**config.mk**
```make
export PLATFORM = sky130hd
export DESIGN_NAME = two_segment_torque_linearizer
export DESIGN_NICKNAME = d
export VERILOG_FILES = /design/src/sv/tsl_pkg.sv /design/src/sv/tsl_div.sv /design/src/sv/tsl_setup.sv /design/src/sv/tsl_datapath.sv /design/src/sv/two_segment_torque_linearizer.sv
export SDC_FILE = /design/constraint.sdc
export NUM_CORES = 2
export LEC_CHECK = 0
export BUFFER_PORTS_ARGS = -buffer_cell sky130_fd_sc_hd__clkbuf_2
export CAP_MARGIN = 30
export CORE_MARGIN = 3
export CORE_UTILIZATION = 55
export CTS_BUF_LIST = sky130_fd_sc_hd__clkbuf_4 sky130_fd_sc_hd__clkbuf_8 sky130_fd_sc_hd__clkbuf_16
export DETAILED_ROUTE_END_ITERATION = 6
export PLACE_DENSITY = 0.71
export SYNTH_ARGS = -nofsm -noshare
export SYNTH_HDL_FRONTEND = slang
export SYNTH_SLANG_ARGS = --single-unit
```
**constraint.sdc**
```tcl
create_clock -name clk -period 19 [get_ports clk]
set_input_delay 5.7 -clock clk [delete_from_list [all_inputs] [get_ports clk]]
set_output_delay 5.7 -clock clk [all_outputs]
set_load 0.1 [all_outputs]
```
**src/sv/tsl_pkg.sv**
```systemverilog
// ----------------------------------------------------------------------------
// tsl_pkg
// Shared types and constants of the two-segment torque linearizer: register
// indexes, reset values, validation limits, widths and the coefficient bundle.
// ----------------------------------------------------------------------------
package tsl_pkg;

  // Configuration port
  localparam int CFG_IDX_W  = 3;
  localparam int CFG_DATA_W = 10;
  typedef logic [CFG_IDX_W-1:0] cfg_idx_t;

  localparam cfg_idx_t REG_ZERO_OFFSET = 3'd0;
  localparam cfg_idx_t REG_ADC_SPAN    = 3'd1;
  localparam cfg_idx_t REG_SAT_PERCENT = 3'd2;
  localparam cfg_idx_t REG_KNEE_WEIGHT = 3'd3;
  localparam cfg_idx_t REG_TOP_WEIGHT  = 3'd4;

  // Register widths and reset values
  localparam int OFFSET_W = 10;
  localparam int PCT_W    = 8;
  localparam int KG_W     = 8;

  localparam logic [OFFSET_W-1:0] RST_ZERO_OFFSET = 10'd150;
  localparam logic [OFFSET_W-1:0] RST_ADC_SPAN    = 10'd300;
  localparam logic [PCT_W-1:0]    RST_SAT_PERCENT = 8'd10;
  localparam logic [KG_W-1:0]     RST_KNEE_WEIGHT = 8'd50;
  localparam logic [KG_W-1:0]     RST_TOP_WEIGHT  = 8'd80;

  // Validation limits
  localparam logic [OFFSET_W-1:0] LIM_OFFSET_MIN = 10'd100;
  localparam logic [OFFSET_W-1:0] LIM_OFFSET_MAX = 10'd300;
  localparam logic [OFFSET_W-1:0] LIM_SPAN_MIN   = 10'd50;
  localparam logic [KG_W-1:0]     LIM_KNEE_MIN   = 8'd20;
  localparam logic [KG_W-1:0]     LIM_KNEE_MAX   = 8'd70;
  localparam logic [KG_W-1:0]     LIM_TOP_MAX    = 8'd100;
  localparam logic [KG_W-1:0]     LIM_WEIGHT_GAP = 8'd10;
  localparam logic [PCT_W-1:0]    LIM_PCT_MAX    = 8'd34;
  localparam logic [10:0]         LIM_TOPADC_MIN = 11'd100;
  localparam logic [10:0]         LIM_TOPADC_MAX = 11'd600;

  // Curve constants
  localparam logic [PCT_W-1:0] PCT_FULL   = 8'd100;
  localparam logic [KG_W-1:0]  KG_FULL    = 8'd80;
  localparam int               TORQUE_W   = 8;
  localparam logic [TORQUE_W-1:0] TORQUE_MAX = 8'd160;
  localparam int               FRAC_BITS  = 16;
  localparam logic [31:0]      ROUND_HALF = 32'd32768;

  // Divide by 100 as multiply and shift; exact for dividends below 2^17
  localparam int          RECIP_SHIFT = 24;
  localparam logic [17:0] RECIP_PCT   = 18'd167773;

  // Derived coefficient widths
  localparam int KNEE_W  = 11;
  localparam int SLOPE_W = 32;

  // Shared divider
  localparam int DIV_NUM_W = 32;
  localparam int DIV_DEN_W = 19;
  localparam int DIV_CNT_W = $clog2(DIV_NUM_W + 1);

  // Coefficients handed from the setup unit to the datapath
  typedef struct packed {
    logic [OFFSET_W-1:0] zero_offset;
    logic [KNEE_W-1:0]   knee_adc;
    logic [TORQUE_W-1:0] knee_out;
    logic [SLOPE_W-1:0]  slope_low;
    logic [SLOPE_W-1:0]  slope_high;
    logic                setup_err;
  } tsl_coef_t;

endpackage

```
**src/sv/tsl_div.sv**
```systemverilog
// ----------------------------------------------------------------------------
// tsl_div
// Restoring unsigned divider, one quotient bit per cycle. A start pulse loads
// the operands and restarts any division in progress; done pulses for one
// cycle with the quotient.
// ----------------------------------------------------------------------------
module tsl_div
  import tsl_pkg::*;
(
  input  logic                 clk,
  input  logic                 rst_n,
  input  logic                 start,
  input  logic [DIV_NUM_W-1:0] num,
  input  logic [DIV_DEN_W-1:0] den,
  output logic                 done,
  output logic [DIV_NUM_W-1:0] quo
);

  logic                 busy_r;
  logic                 done_r;
  logic [DIV_CNT_W-1:0] cnt_r;
  logic [DIV_NUM_W-1:0] quo_r;
  logic [DIV_DEN_W-1:0] rem_r;
  logic [DIV_DEN_W-1:0] den_r;

  logic [DIV_DEN_W:0]   rem_sh;
  logic [DIV_DEN_W:0]   rem_sub;
  logic                 fits;

  // Shift in the next numerator bit and try the subtract
  assign rem_sh  = {rem_r, quo_r[DIV_NUM_W-1]};
  assign rem_sub = rem_sh - {1'b0, den_r};
  assign fits    = (rem_sh >= {1'b0, den_r});

  // Control
  always_ff @(posedge clk) begin
    if (!rst_n) begin
      busy_r <= 1'b0;
      done_r <= 1'b0;
      cnt_r  <= '0;
    end else begin
      done_r <= 1'b0;
      if (start) begin
        busy_r <= 1'b1;
        cnt_r  <= DIV_CNT_W'(DIV_NUM_W);
      end else if (busy_r) begin
        cnt_r <= cnt_r - DIV_CNT_W'(1);
        if (cnt_r == DIV_CNT_W'(1)) begin
          busy_r <= 1'b0;
          done_r <= 1'b1;
        end
      end
    end
  end

  // Operands and partial remainder
  always_ff @(posedge clk) begin
    if (start) begin
      quo_r <= num;
      rem_r <= '0;
      den_r <= den;
    end else if (busy_r) begin
      quo_r <= {quo_r[DIV_NUM_W-2:0], fits};
      rem_r <= fits ? rem_sub[DIV_DEN_W-1:0] : rem_sh[DIV_DEN_W-1:0];
    end
  end

  assign done = done_r;
  assign quo  = quo_r;

  // A result only follows a running division
  a_done_after_busy: assert property (@(posedge clk) disable iff (!rst_n)
    done_r |-> $past(busy_r))
    else $error("divider done without a running division");

endmodule

```
**src/sv/tsl_setup.sv**
```systemverilog
// ----------------------------------------------------------------------------
// tsl_setup
// Configuration registers and coefficient sequencer. After reset and after
// every register write it derives the knee with a reciprocal multiply, then
// both Q16 slopes through two divisions on the shared divider, and validates
// the setup.
// ----------------------------------------------------------------------------
module tsl_setup
  import tsl_pkg::*;
(
  input  logic                  clk,
  input  logic                  rst_n,
  input  logic                  cfg_we,
  input  cfg_idx_t              cfg_index,
  input  logic [CFG_DATA_W-1:0] cfg_wdata,
  output tsl_coef_t             coef,
  output logic                  busy
);

  typedef enum logic [3:0] {
    ST_IDLE = 4'b0001,
    ST_KNEE = 4'b0010,
    ST_LOW  = 4'b0100,
    ST_HIGH = 4'b1000
  } setup_state_t;

  setup_state_t state_r;
  logic         start_r;

  logic [OFFSET_W-1:0] off_r;
  logic [OFFSET_W-1:0] span_r;
  logic [PCT_W-1:0]    pct_r;
  logic [KG_W-1:0]     knee_kg_r;
  logic [KG_W-1:0]     top_kg_r;

  logic [17:0]         knee_prod_r;
  logic [KNEE_W-1:0]   knee_r;
  logic [TORQUE_W-1:0] knee_out_r;
  logic [SLOPE_W-1:0]  slope_low_r;
  logic [SLOPE_W-1:0]  slope_high_r;
  logic                err_r;

  logic                 cfg_hit;
  logic                 div_start;
  logic [DIV_NUM_W-1:0] div_num;
  logic [DIV_DEN_W-1:0] div_den;
  logic                 div_done;
  logic [DIV_NUM_W-1:0] div_quo;

  logic [KNEE_W-1:0]    top_adc;
  logic [TORQUE_W-1:0]  knee_out;
  logic [PCT_W-1:0]     pct_rest;
  logic [17:0]          knee_prod;
  logic [35:0]          knee_mul;
  logic [KNEE_W-1:0]    knee_quo;
  logic [KNEE_W-1:0]    knee_nxt;
  logic [KNEE_W-1:0]    d1;
  logic [KNEE_W-1:0]    d2;
  logic [KG_W-1:0]      d80;
  logic [KG_W-1:0]      dw;
  logic [TORQUE_W-1:0]  out_rest;
  logic [15:0]          high_prod;
  logic [DIV_DEN_W-1:0] den_high;
  logic [18:0]          chk_lhs;
  logic [18:0]          chk_rhs;
  logic                 slope_fail;
  logic                 limits_fail;

  // Decode register writes
  always_comb begin
    unique case (cfg_index)
      REG_ZERO_OFFSET, REG_ADC_SPAN, REG_SAT_PERCENT,
      REG_KNEE_WEIGHT, REG_TOP_WEIGHT: cfg_hit = cfg_we;
      default:                         cfg_hit = 1'b0;
    endcase
  end

  always_ff @(posedge clk) begin
    if (!rst_n) begin
      off_r     <= RST_ZERO_OFFSET;
      span_r    <= RST_ADC_SPAN;
      pct_r     <= RST_SAT_PERCENT;
      knee_kg_r <= RST_KNEE_WEIGHT;
      top_kg_r  <= RST_TOP_WEIGHT;
    end else if (cfg_we) begin
      unique case (cfg_index)
        REG_ZERO_OFFSET: off_r     <= cfg_wdata;
        REG_ADC_SPAN:    span_r    <= cfg_wdata;
        REG_SAT_PERCENT: pct_r     <= cfg_wdata[PCT_W-1:0];
        REG_KNEE_WEIGHT: knee_kg_r <= cfg_wdata[KG_W-1:0];
        REG_TOP_WEIGHT:  top_kg_r  <= cfg_wdata[KG_W-1:0];
        default: ;
      endcase
    end
  end

  // Intermediate terms of the derivation
  assign top_adc   = {1'b0, off_r} + {1'b0, span_r};
  assign knee_out  = {knee_kg_r[KG_W-2:0], 1'b0};
  assign pct_rest  = PCT_FULL - pct_r;
  assign knee_prod = span_r * pct_rest;
  assign knee_mul  = knee_prod_r * RECIP_PCT;
  assign knee_quo  = knee_mul[RECIP_SHIFT +: KNEE_W];
  assign knee_nxt  = knee_quo + {1'b0, off_r};
  assign d1        = knee_nxt - {1'b0, off_r};
  assign d2        = top_adc - knee_r;
  assign d80       = KG_FULL - knee_kg_r;
  assign dw        = top_kg_r - knee_kg_r;
  assign out_rest  = TORQUE_MAX - knee_out_r;
  assign high_prod = out_rest * dw;
  assign den_high  = d2 * d80;

  // Second slope must be steeper than the first
  assign chk_lhs    = (knee_r - {1'b0, off_r}) * dw;
  assign chk_rhs    = d2 * knee_kg_r;
  assign slope_fail = (chk_lhs <= chk_rhs);

  // Fixed limits on the registers
  assign limits_fail = (off_r < LIM_OFFSET_MIN) || (off_r > LIM_OFFSET_MAX) ||
                       (span_r < LIM_SPAN_MIN) ||
                       (knee_kg_r < LIM_KNEE_MIN) || (knee_kg_r > LIM_KNEE_MAX) ||
                       (top_kg_r > LIM_TOP_MAX) || (knee_kg_r >= top_kg_r) ||
                       (dw < LIM_WEIGHT_GAP) ||
                       (pct_r == '0) || (pct_r > LIM_PCT_MAX) ||
                       (top_adc < LIM_TOPADC_MIN) || (top_adc > LIM_TOPADC_MAX);

  // Pick the next division for the divider
  always_comb begin
    div_start = 1'b0;
    div_num   = '0;
    div_den   = '0;
    if (!start_r) begin
      unique case (state_r)
        ST_KNEE: begin
          div_start = 1'b1;
          div_num   = DIV_NUM_W'({knee_out, {FRAC_BITS{1'b0}}});
          div_den   = DIV_DEN_W'(d1);
        end
        ST_LOW: begin
          div_start = div_done;
          div_num   = {high_prod, {FRAC_BITS{1'b0}}};
          div_den   = den_high;
        end
        default: ;
      endcase
    end
  end

  tsl_div u_div (
    .clk   (clk),
    .rst_n (rst_n),
    .start (div_start),
    .num   (div_num),
    .den   (div_den),
    .done  (div_done),
    .quo   (div_quo)
  );

  // Sequence the derivation; a write to a used index restarts it
  always_ff @(posedge clk) begin
    if (!rst_n) begin
      start_r <= 1'b1;
      state_r <= ST_IDLE;
    end else begin
      start_r <= cfg_hit;
      if (start_r) begin
        state_r <= ST_KNEE;
      end else begin
        unique case (state_r)
          ST_KNEE: state_r <= ST_LOW;
          ST_LOW:  if (div_done) state_r <= ST_HIGH;
          ST_HIGH: if (div_done) state_r <= ST_IDLE;
          default: state_r <= ST_IDLE;
        endcase
      end
    end
  end

  // Capture the coefficients as each step completes
  always_ff @(posedge clk) begin
    if (start_r) begin
      knee_prod_r <= knee_prod;
    end else begin
      unique case (state_r)
        ST_KNEE: begin
          knee_r     <= knee_nxt;
          knee_out_r <= knee_out;
        end
        ST_LOW: begin
          if (div_done) slope_low_r <= div_quo;
        end
        ST_HIGH: begin
          if (div_done) begin
            slope_high_r <= div_quo;
            err_r        <= limits_fail || slope_fail;
          end
        end
        default: ;
      endcase
    end
  end

  assign coef.zero_offset = off_r;
  assign coef.knee_adc    = knee_r;
  assign coef.knee_out    = knee_out_r;
  assign coef.slope_low   = slope_low_r;
  assign coef.slope_high  = slope_high_r;
  assign coef.setup_err   = err_r;
  assign busy             = start_r || (state_r != ST_IDLE);

  // Coefficients hold while nothing is being derived or written
  a_coef_stable: assert property (@(posedge clk) disable iff (!rst_n)
    (state_r == ST_IDLE && !start_r && !cfg_we) |=> $stable(coef))
    else $error("coefficients changed while setup idle");

endmodule

```
**src/sv/tsl_datapath.sv**
```systemverilog
// ----------------------------------------------------------------------------
// tsl_datapath
// Three-register sample pipeline: input register, slope product register and
// result register. Each stage advances on its own, so bubbles close up and
// a new item enters every cycle while results keep draining and setup is idle.
// ----------------------------------------------------------------------------
module tsl_datapath
  import tsl_pkg::*;
#(
  parameter int ADC_BITS = 10
) (
  input  logic                clk,
  input  logic                rst_n,
  input  tsl_coef_t           coef,
  input  logic                setup_busy,
  input  logic                in_valid,
  output logic                in_ready,
  input  logic [ADC_BITS-1:0] in_adc_sample,
  output logic                out_valid,
  input  logic                out_ready,
  output logic [TORQUE_W-1:0] out_torque_level,
  output logic                out_setup_invalid
);

  localparam int XW = (ADC_BITS > KNEE_W) ? ADC_BITS : KNEE_W;
  localparam int PW = XW + SLOPE_W;
  localparam int RW = PW + 1 - FRAC_BITS;

  logic                en_x;
  logic                en_p;
  logic                en_o;

  logic                xv_r;
  logic [ADC_BITS-1:0] x_r;

  logic                pv_r;
  logic [PW-1:0]       prod_r;
  logic                low_r;
  logic                zero_r;
  logic                err_p_r;

  logic                ov_r;
  logic [TORQUE_W-1:0] torque_r;
  logic                inv_r;

  logic [XW-1:0]       x_ext;
  logic [XW-1:0]       off_ext;
  logic [XW-1:0]       knee_ext;
  logic                above;
  logic                low_seg;
  logic [XW-1:0]       diff;
  logic [SLOPE_W-1:0]  slope;
  logic [PW-1:0]       prod_nxt;

  logic [PW:0]         rnd_sum;
  logic [RW-1:0]       rnd;
  logic [RW:0]         level;
  logic [TORQUE_W-1:0] torque_nxt;

  // Stage enables: a stage moves when the next one is empty or moving
  assign en_o     = !ov_r || out_ready;
  assign en_p     = !pv_r || en_o;
  assign en_x     = !xv_r || en_p;
  assign in_ready = en_x && !setup_busy;

  // Segment select and slope product
  assign x_ext    = XW'(x_r);
  assign off_ext  = XW'(coef.zero_offset);
  assign knee_ext = XW'(coef.knee_adc);
  assign above    = (x_ext > off_ext);
  assign low_seg  = (x_ext <= knee_ext);
  assign diff     = low_seg ? (x_ext - off_ext) : (x_ext - knee_ext);
  assign slope    = low_seg ? coef.slope_low : coef.slope_high;
  assign prod_nxt = PW'(diff) * PW'(slope);

  // Round, add the knee output on the upper segment, saturate or force zero
  assign rnd_sum = {1'b0, prod_r} + (PW+1)'(ROUND_HALF);
  assign rnd     = rnd_sum[PW:FRAC_BITS];
  assign level   = {1'b0, rnd} + (low_r ? '0 : (RW+1)'(coef.knee_out));

  always_comb begin
    if (zero_r) begin
      torque_nxt = '0;
    end else if (level > (RW+1)'(TORQUE_MAX)) begin
      torque_nxt = TORQUE_MAX;
    end else begin
      torque_nxt = level[TORQUE_W-1:0];
    end
  end

  // Valid bits
  always_ff @(posedge clk) begin
    if (!rst_n) begin
      xv_r <= 1'b0;
      pv_r <= 1'b0;
      ov_r <= 1'b0;
    end else begin
      if (en_x) xv_r <= in_valid && in_ready;
      if (en_p) pv_r <= xv_r;
      if (en_o) ov_r <= pv_r;
    end
  end

  // Payload registers
  always_ff @(posedge clk) begin
    if (in_valid && in_ready) begin
      x_r <= in_adc_sample;
    end
    if (en_p && xv_r) begin
      prod_r  <= prod_nxt;
      low_r   <= low_seg;
      zero_r  <= coef.setup_err || !above;
      err_p_r <= coef.setup_err;
    end
    if (en_o && pv_r) begin
      torque_r <= torque_nxt;
      inv_r    <= err_p_r;
    end
  end

  assign out_valid         = ov_r;
  assign out_torque_level  = torque_r;
  assign out_setup_invalid = inv_r;

  // Result stays in range
  a_level_max: assert property (@(posedge clk) disable iff (!rst_n)
    out_valid |-> (out_torque_level <= TORQUE_MAX))
    else $error("torque level above saturation");

  // A rejected setup forces zero torque
  a_invalid_zero: assert property (@(posedge clk) disable iff (!rst_n)
    (out_valid && out_setup_invalid) |-> (out_torque_level == '0))
    else $error("nonzero torque with invalid setup");

  // No item enters while coefficients are being derived
  a_no_entry_busy: assert property (@(posedge clk) disable iff (!rst_n)
    setup_busy |=> !($past(in_valid) && xv_r && !$past(xv_r)))
    else $error("item accepted during setup");

endmodule

```
**src/sv/two_segment_torque_linearizer.sv**
```systemverilog
// ----------------------------------------------------------------------------
// two_segment_torque_linearizer
// Maps a torque-sensor ADC sample onto a two-segment linear curve, 0 to 160.
// ----------------------------------------------------------------------------
// Usage:
//   Samples enter on in_valid/in_ready; results leave on out_valid/out_ready
//   with torque_level and the setup_invalid flag, one result per sample, in
//   order. A sample passes the input, product and result registers in turn;
//   one sample is accepted every cycle while setup is idle and results drain.
//   The three pipeline registers advance independently, so a stalled receiver
//   first fills the empty stages; in_ready falls once all three hold items.
//   Configuration registers are written through cfg_we/cfg_index/cfg_wdata;
//   the user must write them only while no item is in flight, as the block
//   does not enforce it. Reset loads the default calibration. After reset and
//   after every register write, the knee is re-derived by a reciprocal
//   multiply and both slopes by two 32-step divisions on one shared divider;
//   in_ready stays low meanwhile. A write to an unused index is ignored.
//   When the calibration fails validation every sample yields zero torque
//   and setup_invalid is set.
// ----------------------------------------------------------------------------
module two_segment_torque_linearizer
  import tsl_pkg::*;
#(
  parameter int ADC_BITS = 10
) (
  input  logic                  clk,
  input  logic                  rst_n,
  input  logic                  cfg_we,
  input  logic [CFG_IDX_W-1:0]  cfg_index,
  input  logic [CFG_DATA_W-1:0] cfg_wdata,
  input  logic                  in_valid,
  output logic                  in_ready,
  input  logic [ADC_BITS-1:0]   in_adc_sample,
  output logic                  out_valid,
  input  logic                  out_ready,
  output logic [TORQUE_W-1:0]   out_torque_level,
  output logic                  out_setup_invalid
);

  tsl_coef_t coef;
  logic      setup_busy;

  // Calibration registers and coefficient derivation
  tsl_setup u_setup (
    .clk       (clk),
    .rst_n     (rst_n),
    .cfg_we    (cfg_we),
    .cfg_index (cfg_index),
    .cfg_wdata (cfg_wdata),
    .coef      (coef),
    .busy      (setup_busy)
  );

  // Per-sample interpolation pipeline
  tsl_datapath #(
    .ADC_BITS (ADC_BITS)
  ) u_datapath (
    .clk               (clk),
    .rst_n             (rst_n),
    .coef              (coef),
    .setup_busy        (setup_busy),
    .in_valid          (in_valid),
    .in_ready          (in_ready),
    .in_adc_sample     (in_adc_sample),
    .out_valid         (out_valid),
    .out_ready         (out_ready),
    .out_torque_level  (out_torque_level),
    .out_setup_invalid (out_setup_invalid)
  );

endmodule

```
**Word level (Yosys, flattened, before mapping)**

Index checks and enable logic that the tools add are counted.

- Shift-type cells: 0
- $add $sub $neg: 15
- $mul: 7
- Bitwise logic cells: 3
- Order comparisons: 16
- Div/mod/pow operators: 0
- Mux-type cells: 23
- Equality and inequality tests: 13
- Reductions and logical operators: 44

Operator list:

| cell | number |
|---|---|
| two-way mux 32 bit | 4 |
| case mux 32 bit (2 select lines) | 1 |
| adder 43 x 16 -> 44 bit, second input constant | 1 |
| multiplier 11 x 32 -> 43 bit | 1 |
| multiplier 11 x 8 -> 19 bit | 2 |
| case mux 19 bit (2 select lines) | 1 |
| multiplier 18 x 18 -> 35 bit, second input constant | 1 |
| adder 28 x 29 -> 29 bit | 1 |
| greater-than comparator 29 x 8 -> 1 bit, second input constant | 1 |
| >= comparator 20 x 19 -> 1 bit | 1 |
| <= comparator 19 bit | 1 |
| multiplier 19 x 8 -> 19 bit | 1 |
| two-way mux 19 bit | 1 |
| subtractor 19 bit | 1 |
| multiplier 10 x 8 -> 18 bit | 1 |
| logical OR 1 bit | 17 |
| greater-than comparator 8 x 7 -> 1 bit, second input constant | 2 |
| multiplier 8 x 8 -> 16 bit | 1 |
| two-way mux 8 bit | 2 |
| AND reduction 2 bit | 8 |
| subtractor 7 x 8 -> 8 bit, first input constant | 2 |
| two-way mux 6 bit | 2 |
| case mux 4 bit (3 select lines) | 1 |
| subtractor 11 x 10 -> 12 bit | 1 |
| other kinds (45) | 66 |

- Register bits: 296
- Memories kept: 0
- Word-level logic and storage cells: 153
- Bits in writable memories: 0
- Bits in read-only memories: 0
- Latch bits: 0
- Input port bits: 28
- Output and inout bits: 11

**Depth between registers and ports, before layout**

- Depth in word-level cells: 13
- Mapped depth: 38
- Depth with buffers taken out: 38

**Modules after synthesis**

A second synthesis with hierarchy kept.

- Cell total of the unflattened synthesis: 5,080
- Area, all modules: 46,691.0 µm²

Modules (own cells, without submodules):

| module | cells an instance | area each (µm²) | times used | sequential area each (µm²) |
|---|---|---|---|---|
| tsl_setup | 2,932 | 26,969.6 | 1 | 4,013.8 |
| tsl_datapath | 1,789 | 15,667.5 | 1 | 1,561.5 |
| tsl_div | 359 | 4,053.9 | 1 | 2,072.0 |

**Least setup slack after synthesis**

OpenSTA, ideal clock, no wires.

- Path type: in2out
- Start: in out_ready
- End: out in_ready
- Arrival: 6.651 ns
- Data required time: 13.300 ns
- Stages: 3
- Path buffers: 0
- Slack: 6.649 ns
- Path through: nor2b_1 -> nand3_1 -> and3_1

- Cells in the longest elaborated chain, start to end: 4

RTL lines:

| what | RTL line | text |
|---|---|---|
| start, declared | two_segment_torque_linearizer.sv:35 | `input logic out_ready,` |
| logical OR 1 bit | tsl_datapath.sv:61 | `assign en_o = !ov_r \|\| out_ready;` |
| logical OR 1 bit | tsl_datapath.sv:62 | `assign en_p = !pv_r \|\| en_o;` |
| logical OR 1 bit | tsl_datapath.sv:63 | `assign en_x = !xv_r \|\| en_p;` |
| logical AND 1 bit | tsl_datapath.sv:64 | `assign in_ready = en_x && !setup_busy;` |
| end, declared | two_segment_torque_linearizer.sv:32 | `output logic in_ready,` |

Every way passes these cells.

**Worst setup path in the final report**

Same ends and word-level chain as after synthesis.

==> impl_metrics.ini <==
[setup_path]
required_ns = 13.30
cp-start-kind = input port
crit_type = in2out
cp-end-kind = output pin
crit_fanout = 5
critPathArrivalTime_ns = 6.86

[route]
wl_mm = 106.8
route.detailed.drc = 0
num_vias = 33390
detail-route-antenna-nets = 0
wl_per_cell_um = 17.86
via_per_inst = 5.582
drt_iter0_drc = 1872
dr.pass1.iters = 5

[placed_design]
dp_slack_ns = 6.452
dp_hpwl_mm = 87.50
portBuffers = 38
gp_congestion = 0.9416
post-place-cells = 5917

[finish]
antennaDiodeCount = 0
nets = 6134
drive_gt1_share_pct = 3.780
syn_to_final_growth_pct = 5.989
final-instance-count-excl-fill = 5981
finalCoreUtilization_pct = 59.13

[yosys]
synth_edf_count = 202
yosysTopAreaCellShare_pct = 29.71
syn_area_um2 = 45080
netlist_instances = 4897
yosys.area.top_type = fa_1
synth_seq_area_share_pct = 16.96
avgSynthCellArea_um2 = 9.206
ys_top_cells_by_area = fa_1 30%, ha_1 15%, edfxtp_1 13%, inv_1 7.5%, nand2_1 5.5%
yosys.cell_types.count = 80
ys_ff_latch = 281
async_reset_ff_share_pct = 0
synthFlopType = edfxtp_1
ys_warn_count = 0
synthesis.nets = 6135

[sta]
slew_headroom_pct = 26.72
hold_viol = 0
slew_viol_final = 0
fin_tns_setup_ns = 0
clock_skew_ns = 0.04094
fin_crit_sh_pct = 66.13
setup_viol = 0
clock.fmax_mhz = 79.59
worstMarginPinSlew_ns = 1.091
grt_setup_unrepaired = no
finalCriticalPeriod_ns = 12.56
fin_ws_ns = 6.435

[min_path]
worst_hold_path_type = reg2reg

[global_route]
grt_overflow = 0
antenna_found_initial = 3
grt_pass1_wl_mm = 175.4
track_usage_pct = 25.51
grt_max_degree = 63
grt_pass1_vias = 33820

[clock_network]
cts_tree = built
htreeDepth = 2
cts.repair.resized = 0
hold_buffers = 0
path_clk_slew_ns = 0.07
clock-sinks = 281
cts-root-buf = clkbuf_16
cts_made_buffers = 34
clk_latency_ns = 0.58
cts_setup_buffers = 0
cts.path.max_buffers = 3

[run_status]
status = completed

[floorplan]
die_x_um = 292.3
initial_core_util_pct = 55.79
chipHeight_um = 292.3
core_um2 = 80810
row_count = 104
die_area_um2 = 85440
pin_count = 39

[flow_run]
drv_cap = 0
-- per-layer routing --
layer  routed length (um)  track usage [%]
met5                   13                0
met4                 2522            6.239
met3                 6693            3.571
met2                50960            43.35
met1                46640            34.77
-- critical path, stage by stage --
cell and delay, ns:
clkbuf_2 0.08, nor2b_1 0.37, nand3_1 0.15, and3_1 0.20, clkbuf_2 0.37
-- area by class of cell --
type	instances	area (um2)
multi-input combinational	3587	33680
tap	1060	1326
clock inverter	21	193.9
clock buffer	40	913.4
inverter	908	3408
fill	6983	33030
sequential	281	7647
timing repair buffer	84	613.1
-- Yosys cell counts (7+ instances only) --
cell type	count
xnor2_1	171
nand4_1	30
nor4b_1	7
ha_1	541
mux2i_1	49
fa_1	669
o21a_1	28
or4_1	7
and4_1	8
a21boi_0	47
nor4_1	12
nand2b_1	38
o21ai_0	108
and3_1	15
nor2_1	334
nand3_1	52
edfxtp_1	202
a22oi_1	15
a211oi_1	11
o31a_1	12
xor2_1	73
nor3_1	49
and2_1	169
o211ai_1	18
a21oi_1	169
nand2_1	665
nor2b_1	54
a21o_1	59
buf_1	8
inv_1	904
a22o_1	8
o21bai_1	45
clkbuf_1	113
o41ai_1	8
or3_1	7
nor3b_1	9
dfxtp_1	79
-- flip-flops by register name (all words and copies together) (netlist names), 4 cells and up --
signal	count
u_setup.u_div.den_r	19
u_setup.knee_out_r	7
u_datapath.prod_r	28
u_setup.slope_low_r	32
u_setup.off_r	10
u_setup.knee_prod_r	18
u_setup.slope_high_r	32
u_datapath.x_r	10
u_setup.knee_r	11
u_setup.knee_kg_r	8
u_setup.span_r	10
u_setup.u_div.quo	32
u_setup.state_r	4
u_datapath.out_torque_level	8
u_setup.u_div.cnt_r	6
u_setup.pct_r	8
u_setup.u_div.rem_r	19
u_setup.top_kg_r	8
-- cell families after synthesis --
group,share of synthesized area (%)
xor gates and xnor gates,4.790
muxes,1.163
adders and majority gates,44.72
buffers and inverters,8.568
DFF,16.96
and+or+nand+nor,15.10
AOI/OAI and AO/OA,8.695
-- stage by stage --
stage          instance area, um2  hold slack (ns)
2_1_floorplan               45080           0.4003
3_3_place_gp                46540           0.4032
3_5_place_dp                46610           0.4106
4_1_cts                     47720           0.4269
5_1_grt                     47780           0.4292
6_report                    47780           0.4238
-- cell usage in the layout (no fill, tap or decap), types with 8 or more instances in the layout --
master / n
fa_1: 669
and2_1: 169
o21a_1: 27
nor3_1: 48
and3_1: 14
nor2b_1: 54
a21oi_1: 167
inv_1: 904
xor2_1: 73
xnor2_1: 171
o31a_1: 12
o41ai_1: 8
mux2i_1: 48
nor4_1: 12
a22oi_1: 15
o211ai_1: 18
and4_1: 8
clkbuf_16: 35
dfxtp_1: 79
buf_4: 40
nand2_1: 665
ha_1: 541
a21o_1: 59
clkbuf_2: 38
o21ai_0: 108
nand3_1: 52
o21bai_1: 45
nand4_1: 30
a211oi_1: 11
nor3b_1: 9
edfxtp_1: 202
nor2_1: 333
a21boi_0: 46
nand2b_1: 38
a22o_1: 8
-- worst paths after layout --
| path | slack (ns) | start | to | cells past startpoint |
|---|---|---|---|---|
| setup / recovery | 6.44 | out_ready | in_ready | 5 |
| hold / removal | 0.42 | u_datapath.err_p_r | u_datapath.out_setup_invalid | 0 |
| setup reg to reg | 9.33 | u_setup.knee_prod_r[4] | u_setup.u_div.den_r[10] | 34 |
| hold reg to reg | 0.42 | u_datapath.err_p_r | u_datapath.out_setup_invalid | 0 |
Power is not shown: default switching activity piles up to over one toggle a cycle in this logic, so the estimate is an artifact.
